<file path="src/tlpq_pkg.sv">
// Package for the three level priority queue: sizes, codes and shared types.
`default_nettype none

package tlpq_pkg;

   // Default sizes
   localparam int QUEUE_DEPTH = 64;
   localparam int TAG_BITS    = 16;

   // Request kinds
   localparam logic REQ_INSERT = 1'b0;
   localparam logic REQ_REMOVE = 1'b1;

   // Priority levels
   localparam logic [2:0] LVL_URGENT = 3'd1;
   localparam logic [2:0] LVL_MIDDLE = 3'd2;
   localparam logic [2:0] LVL_NORMAL = 3'd3;

   // Response status codes
   localparam logic [2:0] ST_INSERTED = 3'd0;
   localparam logic [2:0] ST_REMOVED  = 3'd1;
   localparam logic [2:0] ST_EMPTY    = 3'd2;
   localparam logic [2:0] ST_INVALID  = 3'd3;
   localparam logic [2:0] ST_FULL     = 3'd4;

   // Decision taken by the controller for one request beat.
   typedef struct packed {
      logic       mem_en;
      logic       mem_we;
      logic [2:0] status;
      logic [1:0] level;
   } op_type;

endpackage

`default_nettype wire

</file>
<file path="src/tlpq_if.sv">
// Request and response channel interfaces of the three level priority queue.
`default_nettype none

interface tlpq_req_if #(
   parameter int TagBits = tlpq_pkg::TAG_BITS
);
   logic               valid;
   logic               ready;
   logic               req_type;
   logic [TagBits-1:0] patient_tag;
   logic [2:0]         priority_level;

   modport source (output valid, req_type, patient_tag, priority_level, input ready);
   modport sink   (input valid, req_type, patient_tag, priority_level, output ready);
endinterface

interface tlpq_rsp_if #(
   parameter int TagBits = tlpq_pkg::TAG_BITS
);
   logic               valid;
   logic               ready;
   logic [2:0]         status;
   logic [TagBits-1:0] out_tag;
   logic [1:0]         out_level;

   modport source (output valid, status, out_tag, out_level, input ready);
   modport sink   (input valid, status, out_tag, out_level, output ready);
endinterface

`default_nettype wire

</file>
<file path="src/three_level_priority_queue.sv">
// Top level of the three level priority queue, with the tag memory and response register.
// An insert, refusal or empty answer is presented in the cycle after its request beat;
// a removal after the registered tag memory read and then the response register.
// One insert-type request per cycle while responses are taken; a removal blocks new beats.
// Reset clears the level counters, ring heads and response valid; the tag memory is not cleared.
`default_nettype none

module three_level_priority_queue #(
   parameter int QUEUE_DEPTH = tlpq_pkg::QUEUE_DEPTH,
   parameter int TAG_BITS    = tlpq_pkg::TAG_BITS
) (
   input wire logic   clock,
   input wire logic   reset,
   tlpq_req_if.sink   req_chan,
   tlpq_rsp_if.source rsp_chan
);

   localparam int MAW = $clog2(3 * QUEUE_DEPTH);

   localparam logic StIdle = 1'b0;
   localparam logic StRead = 1'b1;

   logic                state_ff,      state_in;
   logic                rsp_valid_ff,  rsp_valid_in;
   logic [2:0]          rsp_status_ff, rsp_status_in;
   logic [TAG_BITS-1:0] rsp_tag_ff,    rsp_tag_in;
   logic [1:0]          rsp_level_ff,  rsp_level_in;

   logic                req_ready;
   logic                accept;
   tlpq_pkg::op_type    op;
   logic [MAW-1:0]      mem_addr;
   logic [TAG_BITS-1:0] rd_data;

   // A new beat is taken when no removal is in flight and the response slot frees.
   assign req_ready      = (state_ff == StIdle) && (!rsp_valid_ff || rsp_chan.ready);
   assign accept         = req_chan.valid && req_ready;
   assign req_chan.ready = req_ready;

   tlpq_ctrl #(
      .QUEUE_DEPTH (QUEUE_DEPTH)
   ) u_ctrl (
      .clock          (clock),
      .reset          (reset),
      .accept         (accept),
      .req_type       (req_chan.req_type),
      .priority_level (req_chan.priority_level),
      .op             (op),
      .mem_addr       (mem_addr)
   );

   tlpq_ram #(
      .Width (TAG_BITS),
      .Depth (3 * QUEUE_DEPTH)
   ) u_ram (
      .clock (clock),
      .en    (accept && op.mem_en),
      .we    (op.mem_we),
      .addr  (mem_addr),
      .wdata (req_chan.patient_tag),
      .rdata (rd_data)
   );

   // Response register: loaded at the beat, or in the cycle after it with the read tag.
   always_comb begin
      state_in      = state_ff;
      rsp_valid_in  = rsp_valid_ff && !rsp_chan.ready;
      rsp_status_in = rsp_status_ff;
      rsp_tag_in    = rsp_tag_ff;
      rsp_level_in  = rsp_level_ff;
      unique case (state_ff)
         StIdle: begin
            if (accept) begin
               rsp_status_in = op.status;
               rsp_level_in  = op.level;
               rsp_tag_in    = '0;
               if (op.mem_en && !op.mem_we) begin
                  state_in = StRead;
               end else begin
                  rsp_valid_in = 1'b1;
               end
            end
         end
         StRead: begin
            rsp_tag_in   = rd_data;
            rsp_valid_in = 1'b1;
            state_in     = StIdle;
         end
         default: begin
            state_in = StIdle;
         end
      endcase
   end

   always_ff @(posedge clock) begin
      if (reset) begin
         state_ff     <= StIdle;
         rsp_valid_ff <= 1'b0;
      end else begin
         state_ff     <= state_in;
         rsp_valid_ff <= rsp_valid_in;
      end
   end

   always_ff @(posedge clock) begin
      rsp_status_ff <= rsp_status_in;
      rsp_tag_ff    <= rsp_tag_in;
      rsp_level_ff  <= rsp_level_in;
   end

   assign rsp_chan.valid     = rsp_valid_ff;
   assign rsp_chan.status    = rsp_status_ff;
   assign rsp_chan.out_tag   = rsp_tag_ff;
   assign rsp_chan.out_level = rsp_level_ff;

   // A removal beat waits in the read state for its tag, then presents it in the cycle after.
   a_read_one_cycle: assert property (@(posedge clock) disable iff (reset)
      state_ff == StRead |=> state_ff == StIdle && rsp_valid_ff)
      else $error("removal did not complete one cycle after its read");

   // While a read is in flight the response slot is empty.
   a_read_slot_free: assert property (@(posedge clock) disable iff (reset)
      state_ff == StRead |-> !rsp_valid_ff)
      else $error("response still pending during a tag read");

   // Only a removal carries a tag and a level.
   a_non_removal_zero: assert property (@(posedge clock) disable iff (reset)
      rsp_valid_ff && rsp_status_ff != tlpq_pkg::ST_REMOVED |->
         rsp_tag_ff == '0 && rsp_level_ff == '0)
      else $error("non removal response carries a tag or level");

   // An accepted removal from a non empty queue starts a memory read.
   a_removal_reads: assert property (@(posedge clock) disable iff (reset)
      accept && op.status == tlpq_pkg::ST_REMOVED |=> state_ff == StRead)
      else $error("removal beat did not start a tag read");

endmodule

`default_nettype wire

</file>
<file path="src/tlpq_ram.sv">
// Generic single port RAM with a registered read.
`default_nettype none

module tlpq_ram #(
   parameter int Width = tlpq_pkg::TAG_BITS,
   parameter int Depth = 3 * tlpq_pkg::QUEUE_DEPTH
) (
   input  wire logic                     clock,
   input  wire logic                     en,
   input  wire logic                     we,
   input  wire logic [$clog2(Depth)-1:0] addr,
   input  wire logic [Width-1:0]         wdata,
   output logic      [Width-1:0]         rdata
);

   logic [Width-1:0] mem [Depth];
   logic [Width-1:0] rdata_ff;

   // One access per cycle: a write, or a read whose data appears next cycle.
   always_ff @(posedge clock) begin
      if (en) begin
         if (we) begin
            mem[addr] <= wdata;
         end else begin
            rdata_ff <= mem[addr];
         end
      end
   end

   assign rdata = rdata_ff;

endmodule

`default_nettype wire

</file>
<file path="src/tlpq_ctrl.sv">
// Queue controller: level counters, ring heads and tag memory addressing.
`default_nettype none

module tlpq_ctrl #(
   parameter int QUEUE_DEPTH = tlpq_pkg::QUEUE_DEPTH,
   localparam int AW  = $clog2(QUEUE_DEPTH),
   localparam int MAW = $clog2(3 * QUEUE_DEPTH)
) (
   input  wire logic           clock,
   input  wire logic           reset,
   input  wire logic           accept,
   input  wire logic           req_type,
   input  wire logic [2:0]     priority_level,
   output tlpq_pkg::op_type    op,
   output logic      [MAW-1:0] mem_addr
);

   localparam int CW = $clog2(QUEUE_DEPTH + 1);
   localparam int SW = AW + 1;
   localparam int TW = CW + 2;

   localparam logic [SW-1:0]  DepthS    = SW'(QUEUE_DEPTH);
   localparam logic [TW-1:0]  DepthT    = TW'(QUEUE_DEPTH);
   localparam logic [MAW-1:0] MidBase   = MAW'(QUEUE_DEPTH);
   localparam logic [MAW-1:0] NormBase  = MAW'(2 * QUEUE_DEPTH);
   localparam logic [CW-1:0]  CountOne  = CW'(1);
   localparam logic [SW-1:0]  OffsetOne = SW'(1);

   logic [CW-1:0] urgent_count_ff, urgent_count_in;
   logic [AW-1:0] middle_head_ff,  middle_head_in;
   logic [CW-1:0] middle_count_ff, middle_count_in;
   logic [AW-1:0] normal_head_ff,  normal_head_in;
   logic [CW-1:0] normal_count_ff, normal_count_in;

   logic [TW-1:0] total;
   logic          full;
   logic          lvl_valid;

   // Slot of a ring entry: head plus offset, folded once around the depth.
   function automatic logic [AW-1:0] ring_slot(input logic [AW-1:0] head,
                                               input logic [SW-1:0] offset);
      logic [SW-1:0] sum;
      sum = SW'(head) + offset;
      if (sum >= DepthS) begin
         sum = sum - DepthS;
      end
      return sum[AW-1:0];
   endfunction

   assign total = TW'(urgent_count_ff) + TW'(middle_count_ff) + TW'(normal_count_ff);
   assign full  = (total >= DepthT);
   assign lvl_valid = (priority_level == tlpq_pkg::LVL_URGENT) ||
                      (priority_level == tlpq_pkg::LVL_MIDDLE) ||
                      (priority_level == tlpq_pkg::LVL_NORMAL);

   // Decide the memory access, status and level for the request beat.
   always_comb begin
      op              = '0;
      mem_addr        = '0;
      urgent_count_in = urgent_count_ff;
      middle_head_in  = middle_head_ff;
      middle_count_in = middle_count_ff;
      normal_head_in  = normal_head_ff;
      normal_count_in = normal_count_ff;

      if (req_type == tlpq_pkg::REQ_INSERT) begin
         if (!lvl_valid) begin
            op.status = tlpq_pkg::ST_INVALID;
         end else if (full) begin
            op.status = tlpq_pkg::ST_FULL;
         end else begin
            op.status = tlpq_pkg::ST_INSERTED;
            op.mem_en = 1'b1;
            op.mem_we = 1'b1;
            case (priority_level)
               tlpq_pkg::LVL_URGENT: begin
                  mem_addr        = MAW'(urgent_count_ff[AW-1:0]);
                  urgent_count_in = urgent_count_ff + CountOne;
               end
               tlpq_pkg::LVL_MIDDLE: begin
                  mem_addr        = MidBase +
                                    MAW'(ring_slot(middle_head_ff, SW'(middle_count_ff)));
                  middle_count_in = middle_count_ff + CountOne;
               end
               default: begin
                  mem_addr        = NormBase +
                                    MAW'(ring_slot(normal_head_ff, SW'(normal_count_ff)));
                  normal_count_in = normal_count_ff + CountOne;
               end
            endcase
         end
      end else begin
         if (urgent_count_ff != '0) begin
            // Urgent entries form a stack: pop the newest one.
            urgent_count_in = urgent_count_ff - CountOne;
            mem_addr        = MAW'(urgent_count_in[AW-1:0]);
            op.mem_en       = 1'b1;
            op.status       = tlpq_pkg::ST_REMOVED;
            op.level        = tlpq_pkg::LVL_URGENT[1:0];
         end else if (middle_count_ff != '0) begin
            mem_addr        = MidBase + MAW'(middle_head_ff);
            middle_head_in  = ring_slot(middle_head_ff, OffsetOne);
            middle_count_in = middle_count_ff - CountOne;
            op.mem_en       = 1'b1;
            op.status       = tlpq_pkg::ST_REMOVED;
            op.level        = tlpq_pkg::LVL_MIDDLE[1:0];
         end else if (normal_count_ff != '0) begin
            mem_addr        = NormBase + MAW'(normal_head_ff);
            normal_head_in  = ring_slot(normal_head_ff, OffsetOne);
            normal_count_in = normal_count_ff - CountOne;
            op.mem_en       = 1'b1;
            op.status       = tlpq_pkg::ST_REMOVED;
            op.level        = tlpq_pkg::LVL_NORMAL[1:0];
         end else begin
            op.status = tlpq_pkg::ST_EMPTY;
         end
      end
   end

   // Counters and heads move only on an accepted beat.
   always_ff @(posedge clock) begin
      if (reset) begin
         urgent_count_ff <= '0;
         middle_head_ff  <= '0;
         middle_count_ff <= '0;
         normal_head_ff  <= '0;
         normal_count_ff <= '0;
      end else if (accept) begin
         urgent_count_ff <= urgent_count_in;
         middle_head_ff  <= middle_head_in;
         middle_count_ff <= middle_count_in;
         normal_head_ff  <= normal_head_in;
         normal_count_ff <= normal_count_in;
      end
   end

   // The three levels together never hold more entries than the queue depth.
   a_total_bounded: assert property (@(posedge clock) disable iff (reset)
      total <= DepthT)
      else $error("queue holds more entries than its depth");

   // A refused or invalid insert leaves every counter untouched.
   a_refused_no_change: assert property (@(posedge clock) disable iff (reset)
      accept && !op.mem_en |=> $stable(total) && $stable(middle_head_ff) &&
                                $stable(normal_head_ff))
      else $error("counters moved on a beat without a memory access");

endmodule

`default_nettype wire
</file>
<file path="src/flat_wrapper.sv">
// flat-port wrapper written by rule: the top's interface ports become plain ports
module three_level_priority_queue_flat 
#(
   parameter int QUEUE_DEPTH = tlpq_pkg::QUEUE_DEPTH,
   parameter int TAG_BITS    = tlpq_pkg::TAG_BITS
)
  (clock, reset, req_chan_valid, req_chan_req_type, req_chan_patient_tag, req_chan_priority_level, req_chan_ready, rsp_chan_valid, rsp_chan_status, rsp_chan_out_tag, rsp_chan_out_level, rsp_chan_ready);
  tlpq_req_if req_chan_i ();
  tlpq_rsp_if rsp_chan_i ();
  input wire logic clock;
  input wire logic reset;
  input wire logic [$bits(req_chan_i.valid)-1:0] req_chan_valid;
  input wire logic [$bits(req_chan_i.req_type)-1:0] req_chan_req_type;
  input wire logic [$bits(req_chan_i.patient_tag)-1:0] req_chan_patient_tag;
  input wire logic [$bits(req_chan_i.priority_level)-1:0] req_chan_priority_level;
  output wire logic [$bits(req_chan_i.ready)-1:0] req_chan_ready;
  output wire logic [$bits(rsp_chan_i.valid)-1:0] rsp_chan_valid;
  output wire logic [$bits(rsp_chan_i.status)-1:0] rsp_chan_status;
  output wire logic [$bits(rsp_chan_i.out_tag)-1:0] rsp_chan_out_tag;
  output wire logic [$bits(rsp_chan_i.out_level)-1:0] rsp_chan_out_level;
  input wire logic [$bits(rsp_chan_i.ready)-1:0] rsp_chan_ready;
  assign req_chan_i.valid = req_chan_valid;
  assign req_chan_i.req_type = req_chan_req_type;
  assign req_chan_i.patient_tag = req_chan_patient_tag;
  assign req_chan_i.priority_level = req_chan_priority_level;
  assign req_chan_ready = req_chan_i.ready;
  assign rsp_chan_valid = rsp_chan_i.valid;
  assign rsp_chan_status = rsp_chan_i.status;
  assign rsp_chan_out_tag = rsp_chan_i.out_tag;
  assign rsp_chan_out_level = rsp_chan_i.out_level;
  assign rsp_chan_i.ready = rsp_chan_ready;
  three_level_priority_queue #(.QUEUE_DEPTH(QUEUE_DEPTH), .TAG_BITS(TAG_BITS)) u_core (.clock(clock), .reset(reset), .req_chan(req_chan_i), .rsp_chan(rsp_chan_i));
endmodule
</file>
<file path="config.mk">
export PLATFORM = sky130hd
export DESIGN_NAME = three_level_priority_queue_flat
export DESIGN_NICKNAME = d
export VERILOG_FILES = /design/src/tlpq_pkg.sv /design/src/tlpq_if.sv /design/src/three_level_priority_queue.sv /design/src/tlpq_ram.sv /design/src/tlpq_ctrl.sv /design/src/flat_wrapper.sv
export SDC_FILE = /design/constraint.sdc
export NUM_CORES = 2
export LEC_CHECK = 0
export BUFFER_PORTS_ARGS = -buffer_cell sky130_fd_sc_hd__buf_2
export CAP_MARGIN = 20
export CORE_UTILIZATION = 48
export DETAILED_ROUTE_END_ITERATION = 12
export SYNTH_ARGS = -nofsm -noshare
export SYNTH_HDL_FRONTEND = slang
export SYNTH_HIERARCHICAL = 1
export SYNTH_SLANG_ARGS = --single-unit
</file>
<file path="constraint.sdc">
create_clock -name clock -period 15.42 [get_ports clock]
set_input_delay 3.855 -clock clock [delete_from_list [all_inputs] [get_ports clock]]
set_output_delay 3.855 -clock clock [all_outputs]
set_load 0.005 [all_outputs]
</file>
==> flow_summary.yaml <==
grt:
  grt_overflow: 0
  antenna_found_initial: 18
  grt_max_degree: 162
  grt_pass1_wl_um: 465000
  track_usage_pct: 25.8
  grt_pass1_vias: 59800
logic_synthesis:
  synthSimpleGateAreaFrac_pct: 2.35
  synth_commonest_cells: "edfxtp_1, mux4_2, nor2_1"
  synth_compound_area_share_pct: 2.31
  syn_nets: 5640
  ys.flop_type: "edfxtp_1"
  yosysTopAreaCellShare_pct: 76.1
  synthCells: 5574
  synth.area.mux_share_pct: 16.6
  syn_avg_cell_area_um2: 22.0
  synth_adder_area_share_pct: 0.502
  synthArstFlopShare_pct: 0
  yosysTopAreaCell: "edfxtp_1"
  syn_area_um2: 123000
  ys_seq_elements: 3144
  ys_top_cells_by_area: "edfxtp_1, mux4_2, nor2_1"
  yosys_warnings: 6
  synth_top_family_by_area: "multiplexers"
  ys_seq_area_share_pct: 76.7
  yosysUniqueCellTypes: 86
  yosys.area_share.xor_xnor_pct: 0.143
  synth_edf_count: 3109
  synth.most_common_cell: "edfxtp_1"
floorplan:
  die-area_um2: 258000
  dieHeight_um: 507
  initial_utilization_pct: 48.3
  core_um2: 254000
  die_width_um: 507
  io-pin-count: 47
  fp-row-count: 185
pwr:
  irDropWorstVdd_mv: 0.147
  switchingPower_mw: 5.75
  combPwrFrac_pct: 20.5
  seqPwrFrac_pct: 44.5
  p_int_mw: 15.6
  power_frac_clock_pct: 35.0
  cellPowerDensity_nw_per_um2: 154
  p_sw_share_pct: 27.0
  p_leak_nw: 42.3
drt:
  vias_per_cell: 6.34
  first_iter_violations: 8252
  vias: 60600
  drt-pass1-iter-count: 5
  wire_per_inst_um: 34.5
  drc: 0
  final_antenna_net_count: 0
  wirelength_um: 330000
clocking:
  post_cts_buffers: 0
  clkSinkCount: 3144
  cts_resized: 0
  clk_pin_slew_ns: 0.06
  cts_tree: "built"
  clock_path_buffers: 4
  clock-root-buffer: "clkbuf_16"
  htreeDepth: 5
  cts_made_buffers: 334
  holdBufCountCts: 0
  clock_latency_ns: 0.97
cells_and_area:
  nets: 6003
  num-fill-cells: 19100
  fin_area_um2: 138000
  drive_above_1_share_pct: 28.2
  area_growth_pct: 12.9
critical_path:
  cp-start-kind: "primary input"
  crit_required_ns: 16.14
  end_kind: "register"
  cp_max_fo: 107
  crit_type: "in -> reg"
  arrival_ns: 10.35
placement:
  placed_area_um2: 128000
  dp_hpwl_um: 191000
  place_congestion: 0.870
  place.port_buffers: 46
timing:
  rsz0062_at_grt: "no"
  min_period_ns: 9.63
  tightest_slew_ns: 1.33
  slew_violations: 0
  finClkSkew_ns: 0.0788
  hold_viol: 0
  max_freq_ghz: 0.104
  setup_viol: 0
  tns_ns: 0
  slew_headroom_pct: 11.4
  fin_crit_sh_pct: 62.5
run:
  cap_violations: 0
run_status:
  status: "complete, no violations"
min_path:
  hold_class: "reg -> reg"
==> logic make-up after synthesis <==
kind of cell,after synthesis
adder cells (fa/ha/maj),42
AO/OA/AOI/OAI,405
buffers and inverters,347
XOR/XNOR,20
AND/OR/NAND/NOR,636
multiplexers,980
flip-flops,3144
==> sequential cells by signal (all words and copies together) (netlist names) <==
register,cells
u_core/u_ram/rdata,16
u_core/state_ff,1
u_core/rsp_chan.status,3
u_core/u_ctrl/normal_head_ff,6
u_core/u_ram/mem,3072
u_core/u_ctrl/middle_head_ff,6
u_core/rsp_chan.valid,1
u_core/u_ctrl/urgent_count_ff,7
u_core/u_ctrl/middle_count_ff,7
u_core/rsp_chan.out_tag,16
u_core/rsp_chan.out_level,2
u_core/u_ctrl/normal_count_ff,7
==> stage by stage <==
step | utilization, % | power [mW] | cells | hold slack [ns] | worst slack, ns
2_1_floorplan | - | 12.6 | 5574 | 0.495 | 7.48
3_5_place_dp | 50.5 | 14.1 | 8958 | 0.518 | 4.82
5_1_grt | 54.5 | 22.0 | 9540 | 0.550 | 5.33
6_report | 54.5 | 21.3 | 9546 | 0.532 | 5.79
4_1_cts | 54.4 | 21.5 | 9529 | 0.539 | 5.84
3_3_place_gp | 50.4 | 14.0 | 8946 | 0.527 | 4.93
==> power groups by stage <==
stage	logic, mW	clock network [mW]	registers (mW)
global route	4.57	7.89	9.49
CTS	4.40	7.58	9.49
floorplan	2.91	0	9.64
finish	4.37	7.46	9.49
detailed placement	4.39	0	9.67
global placement	4.37	0	9.67
==> cells in the final DEF, fill, tap and decap left out, types with 20 or more instances in the layout <==
cell / netlist / layout
a31oi_1: 21 / 21
o221ai_1: 20 / 20
buf_2: 67 / 30
a211oi_1: 22 / 21
o22ai_1: 54 / 54
nor2b_1: 40 / 38
mux2_2: 28 / 28
nand2_1: 125 / 125
dfxtp_1: 35 / 35
inv_1: 27 / 27
clkbuf_1: 161 / 81
mux2i_1: 103 / 103
edfxtp_1: 3109 / 3109
nand3_1: 42 / 38
buf_4: 37 / 264
nor2_2: 0 / 76
clkinv_2: 0 / 44
nor2_1: 310 / 233
o21ai_0: 67 / 67
mux4_2: 837 / 837
ha_1: 30 / 30
a221oi_1: 22 / 22
clkinv_1: 2 / 73
clkbuf_16: 0 / 338
a22oi_1: 25 / 25
nor3_1: 27 / 26
and2_1: 23 / 22
a21oi_1: 49 / 49
==> critical path, cell delays in order <==
cell and delay [ns]:
buf_2 0.49, nand4bb_1 0.29, nor2_1 0.37, and2_1 0.35, a221oi_1 0.17, o21ai_4 0.20, buf_4 0.64, buf_12 0.60
buf_4 0.88, mux4_2 0.62, mux4_2 0.51, a22oi_1 0.19, nand3_1 0.53, o31a_1 0.28
==> path summary, 6_finish.rpt <==
check	startpoint	slack [ns]	depth (start not counted)	end
worst max-delay path	req_chan_req_type	5.79	14	u_core/u_ram/rdata[8]
worst min-delay path	u_core/u_ram/rdata[3]	0.53	1	u_core/rsp_chan.out_tag[3]
worst max register to register	u_core/u_ctrl/urgent_count_ff[4]	7.46	15	u_core/u_ram/rdata[8]
worst min register to register	u_core/u_ram/rdata[3]	0.53	1	u_core/rsp_chan.out_tag[3]
==> per-layer routing <==
metal	vias up	global-route usage (%)	share of wire, %
li1	24200	-	-
met1	33000	37.5	41
met2	2870	40.3	48
met3	488	4.39	8.7
met4	8	7.80	3.0
met5	-	0	0.014
==> cell type report <==
class / count / area [um^2] / share of cell area, %
Clock inverter: 152 / 1210 / 0.877
Clock buffer: 419 / 8760 / 6.33
Tap cell: 3366 / 4210 / 3.04
Timing Repair Buffer: 343 / 2910 / 2.10
Sequential cell: 3144 / 94100 / 67.9
Inverter: 31 / 119 / 0.0858
Antenna cell: 8 / 20.0 / 0.0145
Multi-Input combinational cell: 2083 / 27200 / 19.6
Note: power is estimated with default switching activity, not from simulation.
